**src/hdl/mhpq_ram.sv**
```systemverilog
// Generic simple RAM: one write port, two read ports, registered read data.
// No dependencies.
module mhpq_ram #(
    parameter int DEPTH = 128,
    parameter int WIDTH = 32,
    parameter int AW    = (DEPTH > 1) ? $clog2(DEPTH) : 1
) (
    input  logic             i_clk,
    input  logic             i_we,
    input  logic [AW-1:0]    i_waddr,
    input  logic [WIDTH-1:0] i_wdata,
    input  logic [AW-1:0]    i_raddr_a,
    input  logic [AW-1:0]    i_raddr_b,
    output logic [WIDTH-1:0] o_rdata_a,
    output logic [WIDTH-1:0] o_rdata_b
);

    logic [WIDTH-1:0] r_mem [DEPTH];

    always_ff @(posedge i_clk) begin
        if (i_we) begin
            r_mem[i_waddr] <= i_wdata;
        end
        o_rdata_a <= r_mem[i_raddr_a];
        o_rdata_b <= r_mem[i_raddr_b];
    end

endmodule

```
**config.mk**
```make
export PLATFORM = sky130hd
export DESIGN_NAME = mhpq_ram
export DESIGN_NICKNAME = d
export VERILOG_FILES = /design/src/hdl/mhpq_ram.sv
export SDC_FILE = /design/constraint.sdc
export NUM_CORES = 2
export LEC_CHECK = 0
export ABC_CLOCK_PERIOD_IN_PS = 4100
export BUFFER_PORTS_ARGS = -buffer_cell sky130_fd_sc_hd__buf_2
export CORE_MARGIN = 8
export CORE_UTILIZATION = 40
export DETAILED_ROUTE_END_ITERATION = 10
export GPL_TIMING_DRIVEN = 0
export SYNTH_ARGS = -nofsm -noshare
export SYNTH_HDL_FRONTEND = slang
export SYNTH_SLANG_ARGS = --single-unit
```
**constraint.sdc**
```tcl
create_clock -name i_clk -period 4.1 [get_ports i_clk]
set_input_delay 0 -clock i_clk [delete_from_list [all_inputs] [get_ports i_clk]]
set_output_delay 0 -clock i_clk [all_outputs]
set_load 0.005 [all_outputs]
```
Word-level counts from Yosys, hierarchy flattened
Memory sizes are Yosys's and may differ from the RTL's. A register that Yosys moved wholly into a read port is not among the register bits.
Cells that the tools add are included.
{"block": "word_totals", "reg_bits": 0, "ram_bits": 4096, "inputBits": 55, "output_inout_bits": 64, "mem_count": 1}
{"block": "op_classes", "mux": 2}
{"name": "r_mem", "words": 128, "word_bits": 32, "rd": 2, "rd_ports_with_merged_regs": 2, "write_ports": 1, "line": "18", "rtl": "logic [WIDTH-1:0] r_mem [DEPTH];"}
{"op": "two-way mux 1 bit", "n": 2}

Logic depth before layout (Yosys ltp)
{"block": "depth", "word_depth": 2, "ltp_mapped": 8, "depth_no_buf": 4}

Worst setup path after synthesis
Ideal clock, no wire load.
{"block": "synth_path", "kind": "in2reg", "from": "input i_we", "to": "memory r_mem[98][0], enable pin", "setup_ns": 0.461, "arrival_time_ns": 2.778, "slack_ns": 0.861, "stages": 3, "n_path_buf": 1, "cell_sequence": "clkbuf_1 nand4_1 nor3_1"}
{"block": "synth_via", "elab_chain_cells": 2}
{"item": "from (decl)", "line": "9", "rtl": "input logic i_we,"}
{"item": "two-way mux 1 bit", "line": "21", "rtl": "if (i_we) begin"}
{"item": "two-way mux 1 bit (not written as such)", "line": "22", "rtl": "r_mem[i_waddr] <= i_wdata;"}
{"item": "to (decl)", "line": "18"}
Every way passes these cells.

==> flow_summary.toml <==
[place]
io_buffers = 100
dp.cells = 14300
pre_cts_ws_ns = -1.28
dpl.hpwl_um = 524000
gp_congestion = 0.987

[pwr]
p_leak_nw = 65.7
irDropWorstVdd_uv = 329
total_power_mw = 96.1
powerDensity_mw_per_mm2 = 441

[synth]
synthesis.nets = 7756
synthesis.instances = 7701
synth.avg_cell_area_um2 = 24.5
ys.warnings.count = 0
synth_area_mm2 = 0.189
seq_area_frac_synth_pct = 65.8
synth_cell_type_count = 17
synth_seq_cells = 4160

[timing]
finalClockSkew_ns = 0.0368
setup_viol = 6
rsz0062_at_grt = "false"
clock.fmax_ghz = 0.235
drv_slew = 66
tightest_slew_ns = 1.63
hold_slack_ns = 0.0329
finalHoldViolCount = 0
fin_ws_ns = -0.160
slew_headroom_pct = -8.91
layout_min_cycle_time_ns = 4.26
finalCritPeriodShare_pct = 104

[cells_and_area]
syn_to_final_growth_pct = 15.5
final_common_cell = "edfxtp_1"
drive_gt1_share_pct = 44.9
layout_common_cells = "edfxtp_1 (4096), mux4_2 (2688), clkbuf_16 (448), clkbuf_1 (415), buf_2 (182)"
seqCellArea_mm2 = 0.124
multiInputGateArea_mm2 = 0.0629
final_cells = 15300
nets = 8581
fill_cells = 38300

[drt]
drtIter0Drc = 18100
wl_um = 716000
ant_nets = 0
routed_via_density = 6.87
vias = 105000
drc = 0
wl_per_cell_um = 46.9
firstDrtPassIters = 6

[critical_path]
path_common_cell = "mux4_2"
worst_ep_required_time_ns = 5.03
startpoint_type = "input port"
slowest_delay_ns = 0.89
critPathBufInv = 4
crit_chain = "clkbuf_1 > buf_4 > clkbuf_2 > clkbuf_1 > mux4_2 > mux4_2 > mux4_2 > mux2_2"
critPathKind = "input port to flip-flop"
worstPathArrival_ns = 5.19
cp_slowest_cell = "clkbuf_1"
cp_top_family = "buffers and inverters"
end_kind = "flip-flop"
crit_fanout = 11

[global_routing]
grt_use_total_pct = 28.6
overflow = 0
grt_pass1_vias = 104000
grt_pass1_wl_um = 946000
antenna_found_initial = 202
grt_max_degree = 93

[floorplan]
die_y_um = 703
rows = 252
core_area_mm2 = 0.470
die-area_mm2 = 0.494
die_w_um = 703
start_util_pct = 40.1
pin_count = 119

[clock_tree]
cts_tree = "yes"
clkTransAtPathRegs_ns = 0.06
cts_max_path_buffers = 4
clk_latency_ns = 1.08
clock-sinks = 4160
cts_inserted_buffers = 434
cts_root_buf = "clkbuf_16"
cts_max_level = 5

[outcome]
violations = "capacitance limit, slew limit, setup timing"
status = "finished with violations"

[job]
cap_violations = 6

[min_path]
hold_class = "input port to flip-flop"
-- metrics by stage --
stage / TNS, ns / area, um^2 / util [%]
after detailed placement: -68.31 / 203000 / 43.2
final: -0.703 / 218000 / 46.3
after CTS: 0 / 217000 / 46.2
after floorplan: 0 / 189000 / -
after global routing: 0 / 218000 / 46.3
after global placement: -4656.72 / 197000 / 41.9
-- cell families (layout without fill, tap and decap cells) --
group         after synthesis  after routing  synth area share [%]
buf+inv                   619           1800                  1.34
flops                    4160           4160                  65.8
mux                      2752           2752                  32.5
other cells                 0            167                     0
simple gates              170            170                 0.369
-- power breakdown --
part,internal (mW),switching (mW)
Combinational,3.53,6.48
Sequential,47.0,0.105
Clock,21.7,17.3
-- registers in the layout, summed over array words and instances (netlist names) --
register   count
r_mem       4096
o_rdata_a     32
o_rdata_b     32
-- layer usage --
| layer | GRT usage, % | vias to the layer above | wire, um |
|---|---|---|---|
| met2 | 42.0 | 8209 | 319000 |
| met3 | 10.4 | 1725 | 95500 |
| met5 | 0 | - | 727 |
| met4 | 19.2 | 112 | 58300 |
| met1 | 35.5 | 57600 | 243000 |
| li1 | - | 37300 | - |
-- cell type report --
class                      instances  area share, %
antenna                          167          0.192
buffer                           619           1.20
clock buffer                     556           5.38
clock inverter                   236          0.907
multi-input combinational       2922           28.9
sequential                      4160           57.0
tap                             6223           3.57
timing repair buffer             389           2.86
-- what timing repair did --
item                       4_1_cts  5_1_grt
setup endpoints to repair       22        0
hold buffers                    53        0
hold endpoints to repair      4464        0
buffers inserted                 0        0
gates resized for setup          3        0
-- path summary, 6_finish.rpt --
kind	cells after the start	slack, ns	start	endpoint
hold reg to reg	4	1.26	r_mem[74][7]$_DFFE_PP_	o_rdata_b[7]$_DFF_P_
hold / removal	2	0.03	i_wdata[9]	r_mem[122][9]$_DFFE_PP_
setup / recovery	8	-0.16	i_raddr_b[2]	o_rdata_b[7]$_DFF_P_
setup reg to reg	4	1.08	r_mem[5][10]$_DFFE_PP_	o_rdata_b[10]$_DFF_P_
-- cell usage after synthesis, drive strengths merged --
cell | number | area (um^2)
edfxtp | 4096 | 123000
mux4 | 2688 | 60500
clkbuf | 365 | 1370
buf | 254 | 1160
nor2 | 122 | 458
dfxtp | 64 | 1280
mux2 | 64 | 721
nand2 | 14 | 52.6
nand3 | 12 | 60.1
nor3 | 9 | 45.0
nor2b | 7 | 43.8
nand4 | 3 | 18.8
nand2b | 2 | 12.5
or3 | 1 | 6.26
No activity file was read; power rests on OpenSTA's default activity.
