### src/hdl/mhpq_pkg.sv
// Package for the max-heap priority queue: sizes, item structs,
// status codes, controller states and the memory request struct.
// No dependencies; the controller, top level and testbench import it.
package mhpq_pkg;

    // Heap sizing
    localparam int CAPACITY = 128;
    localparam int VALUE_W  = 32;
    localparam int ENTRY_W  = 8;
    localparam int ADDR_W   = (CAPACITY > 1) ? $clog2(CAPACITY) : 1;
    localparam int CNT_W    = $clog2(CAPACITY + 1);
    // Positions are one-based; children need one bit more than the count
    localparam int POS_W    = CNT_W + 1;

    localparam logic signed [VALUE_W-1:0] EMPTY_RESULT = -1;

    typedef enum logic {
        CMD_INSERT = 1'b0,
        CMD_REMOVE = 1'b1
    } t_cmd;

    typedef enum logic [1:0] {
        ST_DONE  = 2'd0,
        ST_EMPTY = 2'd1,
        ST_FULL  = 2'd2
    } t_status;

    typedef struct packed {
        logic                      cmd;
        logic signed [VALUE_W-1:0] value;
    } t_in_item;

    typedef struct packed {
        logic signed [VALUE_W-1:0] result_value;
        logic [1:0]                status;
        logic [ENTRY_W-1:0]        entry_count;
    } t_out_item;

    // One write and two reads per cycle
    typedef struct packed {
        logic               we;
        logic [ADDR_W-1:0]  waddr;
        logic [VALUE_W-1:0] wdata;
        logic [ADDR_W-1:0]  raddr_a;
        logic [ADDR_W-1:0]  raddr_b;
    } t_mem_req;

    typedef enum logic [2:0] {
        S_IDLE,
        S_UP_RD,
        S_UP_CMP,
        S_DN_START,
        S_DN_RD,
        S_DN_CMP,
        S_DONE
    } t_state;

endpackage

### src/hdl/mhpq_ctrl.sv
// Heap controller: sift-up on insert, sift-down on remove, one level
// per read/compare pair against the heap RAM. Depends on mhpq_pkg.
module mhpq_ctrl import mhpq_pkg::*; (
    input  logic                i_clk,
    input  logic                i_rst_n,
    input  logic                i_in_valid,
    input  t_in_item            i_in_item,
    input  logic                i_out_free,
    input  logic [VALUE_W-1:0]  i_rdata_a,
    input  logic [VALUE_W-1:0]  i_rdata_b,
    output logic                o_busy,
    output logic                o_done_valid,
    output t_out_item           o_done_item,
    output t_mem_req            o_mem
);

    t_state                    r_state, n_state;
    logic [CNT_W-1:0]          r_count, n_count;
    logic [POS_W-1:0]          r_idx, n_idx;
    logic signed [VALUE_W-1:0] r_val, n_val;
    logic signed [VALUE_W-1:0] r_res, n_res;
    logic [1:0]                r_status, n_status;

    logic                      w_accept;
    logic [POS_W-1:0]          w_count_pos;
    logic [POS_W-1:0]          w_par;
    logic [POS_W-1:0]          w_left;
    logic [POS_W-1:0]          w_right;
    logic signed [VALUE_W-1:0] w_rd_a;
    logic signed [VALUE_W-1:0] w_rd_b;
    logic                      w_full;
    logic                      w_up_move;
    logic                      w_left_in;
    logic                      w_pick_l;
    logic                      w_pick_r;
    logic signed [VALUE_W-1:0] w_big_val;
    logic                      w_dn_move;
    logic [POS_W-1:0]          w_child_pos;
    logic signed [VALUE_W-1:0] w_child_val;

    assign w_accept    = (r_state == S_IDLE) && i_in_valid;
    assign w_count_pos = POS_W'(r_count);
    assign w_par       = r_idx >> 1;
    assign w_left      = {r_idx[POS_W-2:0], 1'b0};
    assign w_right     = {r_idx[POS_W-2:0], 1'b1};
    assign w_rd_a      = $signed(i_rdata_a);
    assign w_rd_b      = $signed(i_rdata_b);
    assign w_full      = (w_count_pos >= POS_W'(CAPACITY));

    // Sift-up: parent on port a moves down when strictly smaller
    assign w_up_move   = (w_rd_a < r_val);

    // Sift-down: left child on port a, right on port b; left wins ties
    assign w_left_in   = (w_left <= w_count_pos);
    assign w_pick_l    = (r_val < w_rd_a);
    assign w_big_val   = w_pick_l ? w_rd_a : r_val;
    assign w_pick_r    = (w_right <= w_count_pos) && (w_big_val < w_rd_b);
    assign w_dn_move   = w_pick_l || w_pick_r;
    assign w_child_pos = w_pick_r ? w_right : w_left;
    assign w_child_val = w_pick_r ? w_rd_b : w_rd_a;

    // Next state
    always_comb begin
        n_state = r_state;
        unique case (r_state)
            S_IDLE: begin
                if (i_in_valid) begin
                    if (i_in_item.cmd == CMD_INSERT) begin
                        n_state = w_full ? S_DONE : S_UP_RD;
                    end else begin
                        n_state = (r_count == '0) ? S_DONE : S_DN_START;
                    end
                end
            end
            S_UP_RD:    n_state = (r_idx == POS_W'(1)) ? S_DONE : S_UP_CMP;
            S_UP_CMP:   n_state = w_up_move ? S_UP_RD : S_DONE;
            S_DN_START: n_state = S_DN_RD;
            S_DN_RD:    n_state = w_left_in ? S_DN_CMP : S_DONE;
            S_DN_CMP:   n_state = w_dn_move ? S_DN_RD : S_DONE;
            S_DONE:     n_state = i_out_free ? S_IDLE : S_DONE;
            default:    n_state = S_IDLE;
        endcase
    end

    // Datapath and memory requests
    always_comb begin
        n_count     = r_count;
        n_idx       = r_idx;
        n_val       = r_val;
        n_res       = r_res;
        n_status    = r_status;
        o_mem.we    = 1'b0;
        o_mem.waddr = ADDR_W'(r_idx - POS_W'(1));
        o_mem.wdata = r_val;
        // Root and last entry are read while idle, ready for a remove
        o_mem.raddr_a = '0;
        o_mem.raddr_b = ADDR_W'(w_count_pos - POS_W'(1));
        unique case (r_state)
            S_IDLE: begin
                if (w_accept) begin
                    n_res    = '0;
                    n_status = ST_DONE;
                    if (i_in_item.cmd == CMD_INSERT) begin
                        if (w_full) begin
                            n_status = ST_FULL;
                        end else begin
                            n_count = r_count + CNT_W'(1);
                            n_idx   = w_count_pos + POS_W'(1);
                            n_val   = i_in_item.value;
                        end
                    end else if (r_count == '0) begin
                        n_res    = EMPTY_RESULT;
                        n_status = ST_EMPTY;
                    end
                end
            end
            S_UP_RD: begin
                if (r_idx == POS_W'(1)) begin
                    o_mem.we = 1'b1;
                end
                o_mem.raddr_a = ADDR_W'(w_par - POS_W'(1));
            end
            S_UP_CMP: begin
                o_mem.we = 1'b1;
                if (w_up_move) begin
                    o_mem.wdata = w_rd_a;
                    n_idx       = w_par;
                end
            end
            S_DN_START: begin
                n_res   = w_rd_a;
                n_val   = w_rd_b;
                n_count = r_count - CNT_W'(1);
                n_idx   = POS_W'(1);
            end
            S_DN_RD: begin
                o_mem.raddr_a = ADDR_W'(w_left - POS_W'(1));
                o_mem.raddr_b = ADDR_W'(w_right - POS_W'(1));
                if (!w_left_in) begin
                    o_mem.we = 1'b1;
                end
            end
            S_DN_CMP: begin
                o_mem.we = 1'b1;
                if (w_dn_move) begin
                    o_mem.wdata = w_child_val;
                    n_idx       = w_child_pos;
                end
            end
            S_DONE: begin
            end
            default: begin
            end
        endcase
    end

    // Control registers
    always_ff @(posedge i_clk) begin
        if (!i_rst_n) begin
            r_state <= S_IDLE;
            r_count <= '0;
        end else begin
            r_state <= n_state;
            r_count <= n_count;
        end
    end

    // Working registers
    always_ff @(posedge i_clk) begin
        r_idx    <= n_idx;
        r_val    <= n_val;
        r_res    <= n_res;
        r_status <= n_status;
    end

    assign o_busy                   = (r_state != S_IDLE);
    assign o_done_valid             = (r_state == S_DONE);
    assign o_done_item.result_value = r_res;
    assign o_done_item.status       = r_status;
    assign o_done_item.entry_count  = ENTRY_W'(r_count);

endmodule

### config.mk
export PLATFORM = sky130hd
export DESIGN_NAME = mhpq_ctrl
export DESIGN_NICKNAME = d
export VERILOG_FILES = /design/src/hdl/mhpq_pkg.sv /design/src/hdl/mhpq_ctrl.sv
export SDC_FILE = /design/constraint.sdc
export NUM_CORES = 1
export LEC_CHECK = 0
export ABC_CLOCK_PERIOD_IN_PS = 6550
export BUFFER_PORTS_ARGS = -buffer_cell sky130_fd_sc_hd__clkbuf_2
export CORE_ASPECT_RATIO = 0.6
export CORE_MARGIN = 2
export CORE_UTILIZATION = 50
export DETAILED_ROUTE_END_ITERATION = 10
export PLACE_DENSITY = 0.76
export SETUP_SLACK_MARGIN = 0.3
export SLEW_MARGIN = 20
export SYNTH_ARGS = -nofsm -noshare
export SYNTH_HDL_FRONTEND = slang
export SYNTH_SLANG_ARGS = --single-unit
### constraint.sdc
create_clock -name i_clk -period 6.55 [get_ports i_clk]
set_input_delay 0.655 -clock i_clk [delete_from_list [all_inputs] [get_ports i_clk]]
set_output_delay 0.655 -clock i_clk [all_outputs]
set_load 0.005 [all_outputs]
* Word level (Yosys, flattened, before mapping)
Cells that the tools add are included.
** Operators by class
- Reduce and logical (&&, ||, !) cells :: 13
- Eq/ne operators :: 13
- Bitwise operators :: 0
- Multiplexer cells :: 42
- Shifts and indexed selects :: 0
- $add $sub $neg :: 8
- Divide/modulo/power cells :: 0
- Multipliers :: 0
- Order comparisons :: 6
** Operator list (count)
- $mux 32 :: 10
- $pmux 32 s2 :: 3
- $lt 32x32->1 :: 3
- $mux 9 :: 5
- $pmux 9 s4 :: 1
- $sub 7x1->7 const B :: 5
- $mux 8 :: 3
- $mux 3 :: 7
- $pmux 3 s7 :: 1
- $le 9x8->1 :: 2
- $pmux 8 s2 :: 1
- $pmux 7 s2 :: 1
- $ne 2x2->1 const B :: 6
- $add 8x1->9 const B :: 1
- $eq 3x3->1 const B :: 3
- $eq 9x1->1 const B :: 1
- $add 8x1->8 const B :: 1
- $ge 8x8->1 const B :: 1
- $logic_not 8->1 :: 1
- $mux 2 :: 4
- $sub 8x1->8 const B :: 1
- $mux 7 :: 1
- $eq 3x2->1 const B :: 2
- $reduce_and 6->1 :: 1
- 12 further kinds :: 17
** Storage, ports and cells
- Memory bits (writable) :: 0
- Bits in latches :: 0
- Bits in read-only memories :: 0
- Memories :: 0
- Word-level logic and storage cells :: 88
- Bits in registers :: 86

* Depth between registers and ports, before layout
- Depth in word-level cells :: 7
- Mapped depth :: 22
- Gate-level depth less buffers :: 19

* Worst setup path before layout
OpenSTA, ideal clock, no wires.
- Path type :: input port to output port
- Start :: input i_rdata_a[14]
- End :: output o_mem[20] (netlist bit)
- Arrival time :: 5.067 ns
- Cell stages on the path :: 21
- Path slack :: 0.828 ns
- Path through :: inv_1 -> ha_1 -> nand4_1 -> nor4_1 -> a21boi_1 -> o41a_1 -> or3_1 -> clkbuf_1 -> buf_2 -> mux2_2 -> ha_1 -> a21o_1 -> a21o_1 -> a221oi_1 -> o221ai_1 -> o21ai_0 -> a31oi_4 -> nor4b_2 -> clkbuf_1 -> nor3_1 -> o21ai_1
** RTL lines
- start: declaration :: RTL line mhpq_ctrl.sv:9 : input logic [VALUE_W-1:0] i_rdata_a,
- end: declaration :: RTL line mhpq_ctrl.sv:14 : output t_mem_req o_mem

==> impl_metrics.csv <==
group,metric,value,unit
status,status,"completed",
power,p_seq_share,29.4,%
grt,grt_pass1_vias,7038,
placed_design,dpl_worst_slack,0.341,ns
timing,setup_violations,0,
critical_path,reg2reg_depth,19,
floorplanning,die_w,165,um
power,p_switching,0.00153,W
critical_path,worstPathRequired,5.89,ns
placed_design,place_area,8930,um^2
floorplanning,row_count,35,
logic_synthesis,yosys.area.top_type,"edfxtp_1",
timing,hold_slack,0.573,ns
critical_path,reg2reg_from,"r_val[27]",
logic_synthesis,synth_edf_count,75,
detailed_routing,drt-initial-drc-count,781,
min_path,min_from,"r_count[6]",
logic_synthesis,yosysSeqAreaShare,31.9,%
critical_path,cp-start-kind,"input port",
critical_path,cp-end-kind,"output port",
clocking,holdBufCountCts,0,
power,pwr-share-comb,55.6,%
power,ir_worst_vdd,0.170,mV
cells_and_area,fin_cells,1301,
logic_synthesis,synth_nets,1108,
clocking,clock_path_buffers,2,
timing,fin_skew,0.0146,ns
critical_path,cp_slowest_cell,"a2111oi_2",
critical_path,critical-path-top-delay-family,"compound AO/OA/AOI/OAI gates",
clocking,clockRootBuffer,"clkbuf_16",
logic_synthesis,netlist_instances,923,
cells_and_area,area_delta_synth_final,20.2,%
power,power.leakage,4.32,nW
min_path,hold_depth,2,
timing,rsz0062_at_grt,"yes",
timing,tns,0,ns
logic_synthesis,synth_top_area_share,29.1,%
placed_design,place_inst,1281,
cells_and_area,final_nets,1278,
detailed_routing,drc,0,
detailed_routing,dr.pass1.iters,5,
logic_synthesis,ys_warn_count,0,
timing,max_freq,0.166,GHz
floorplanning,die_h,100,um
logic_synthesis,synthTopCellsByCount,"inv_1, ha_1, nand2_1",
critical_path,critPathMaxFanout,21,
grt,overflow,0,
logic_synthesis,synthTopCellsByArea,"edfxtp_1, ha_1, mux2_2",
floorplanning,ios,199,
critical_path,path_class,"input port to output port",
cells_and_area,fillers,1387,
critical_path,r2r-end,"r_idx[3]",
clocking,cts-buffers-inserted,9,
timing,slew_violations,0,
grt,grt_max_degree,68,
timing,hold_viol,0,
placed_design,port_buffers,198,
clocking,path_clk_slew,0.06,ns
power,pwr-share-clk,15.0,%
logic_synthesis,yosysMostFrequentCell,"inv_1",
detailed_routing,wl_per_cell,19.4,um
critical_path,arrival,5.38,ns
timing,worst_slew_pin_slew,1.10,ns
cells_and_area,regArea,2470,um^2
timing,finalCritPeriodShare,92.1,%
cells_and_area,num_antenna_cells,0,
logic_synthesis,syn_area,7750,um^2
run,drv_cap,0,
floorplanning,initial_core_util,50.8,%
floorplanning,core_area,15200,um^2
min_path,hp-class,"flop to flop",
clocking,cts_tree,"done",
grt,antenna_found_initial,0,
min_path,hold_end,"r_count[6]",
detailed_routing,via_count,7844,
timing,max_slew_margin,26.5,%
grt,grt_first_pass_wirelength,38500,um
clocking,clock-sinks,86,
critical_path,path_cells,"clkbuf_2, inv_1, ha_1, and4_1, a221o_1, o2bb2ai_1, nor3_1, buf_4, mux2_2, ha_1, nand4_1, or2_2, a2111oi_2, o21ai_2, a31oi_4, nor3_2, buf_4, o41ai_1, o21ai_1, clkbuf_2",
detailed_routing,ant_nets,0,
critical_path,crit_buf_inv,5,
detailed_routing,wirelength,25300,um
cells_and_area,final_area,9310,um^2
placed_design,dpl.hpwl,18600,um
power,power.density,371,nW/um^2
cells_and_area,multi_input_area,4790,um^2
logic_synthesis,async_flop_share,0,%
timing,period_needed,6.04,ns
critical_path,max_stage_delay,0.42,ns
timing,layout_setup_ws,0.515,ns
logic_synthesis,synth_flop_cell,"edfxtp_1",
critical_path,rrSetupSlack,0.99,ns
placed_design,routabilityCongestion,0.960,
grt,grt_usage,30.0,%
logic_synthesis,synth.ff_latch_count,86,
power,power.internal,0.00193,W
clocking,clock_latency,0.35,ns
detailed_routing,vias_per_cell,6.03,
floorplanning,dieArea,16500,um^2
cells_and_area,drive_gt1_share,26.0,%
logic_synthesis,syn_area_per_cell,8.39,um^2
power,switching_share,44.3,%
clocking,htreeDepth,3,
logic_synthesis,netlist-cell-type-count,59,
worst register-to-register path, stage by stage (launching register included):
cell       delay [ns]
edfxtp_1         0.42
ha_1             0.33
a21oi_1          0.15
o21ai_1          0.10
a221o_1          0.39
o2bb2ai_1        0.20
or3_1            0.41
buf_4            0.20
mux2_2           0.30
ha_1             0.33
a211oi_2         0.25
o21ai_0          0.14
a21oi_1          0.24
o221ai_2         0.16
o21ai_2          0.22
a31oi_4          0.07
o21a_1           0.22
buf_4            0.21
or4_1            0.55
and3b_1          0.34
power by group through the flow:
stage / Sequential [W] / Clock [W] / Combinational, W
finish: 0.00102 / 0.000519 / 0.00192
global route: 0.00104 / 0.000542 / 0.00212
CTS: 0.00101 / 0.000524 / 0.00187
detailed placement: 0.00102 / 0 / 0.00185
global placement: 0.00102 / 0 / 0.00183
floorplan: 0.000941 / 0 / 0.00122
metrics by stage:
step | utilization [%] | power, W
after global placement | 58.6 | 0.00285
after floorplan | - | 0.00216
final | 61.1 | 0.00346
after detailed placement | 58.6 | 0.00287
after global routing | 61.1 | 0.00369
after CTS | 60.5 | 0.00340
logic make-up after synthesis:
| logic type | synth area share (%) |
|---|---|
| DFF | 31.9 |
| muxes | 4.64 |
| buffers and inverters | 7.48 |
| AOI/OAI and AO/OA | 24.1 |
| adders and majority gates | 13.7 |
| xor gates and xnor gates | 3.05 |
| and+or+nand+nor | 15.2 |
area by class of cell:
type	count	share of cell area (%)
sequential	86	26.5
inverter	88	3.55
clock inverter	5	0.564
clock buffer	11	2.50
tap	203	2.73
timing repair buffer	222	12.7
multi-input combinational	686	51.4
registers in the layout, summed over array words and instances, names as in the netlist:
name	cells
r_res	32
r_val	32
r_idx	9
r_count	8
r_state	3
r_status	2
metal layers:
metal / global-route usage, % / share of wire (%) / vias to the layer above
li1: - / - / 3747
met1: 47.7 / 49 / 3677
met2: 40.6 / 39 / 396
met3: 6.98 / 10 / 24
met4: 6.62 / 1.5 / 0
met5: 0 / 0 / -
worst max path at each step:
stage | from | end | cells after the start
after global routing | i_rdata_a[31] | o_mem[32] | 20
after global placement | i_rdata_a[1] | o_mem[33] | 22
after floorplan | i_rdata_a[14] | o_mem[20] | 21
final | i_rdata_a[31] | o_mem[16] | 20
after detailed placement | i_rdata_a[7] | o_mem[33] | 22
after CTS | i_rdata_a[19] | o_mem[33] | 21
placed cells by master (no fill, tap or decap), types with 7 or more instances in the layout:
cell and instances:
a21o_1 42, a21oi_1 42, a221oi_1 7, a31oi_1 38, buf_4 21, clkbuf_16 9, clkbuf_2 198, dfxtp_1 11
edfxtp_1 75, ha_1 83, inv_1 87, mux2_2 31, nand2_1 81, nand3_1 22, nand4_1 10, nor2_1 70
nor3_1 47, o21ai_0 52, o21ai_1 33, o41ai_1 31, xnor2_1 22
repair_timing:
action	4_1_cts	5_1_grt
resized for setup	1	14
setup buffers	0	4
pin swaps	0	1
hold endpoints to repair	0	0
setup endpoints to repair	1	32
Power figures use the tool's default switching activity.
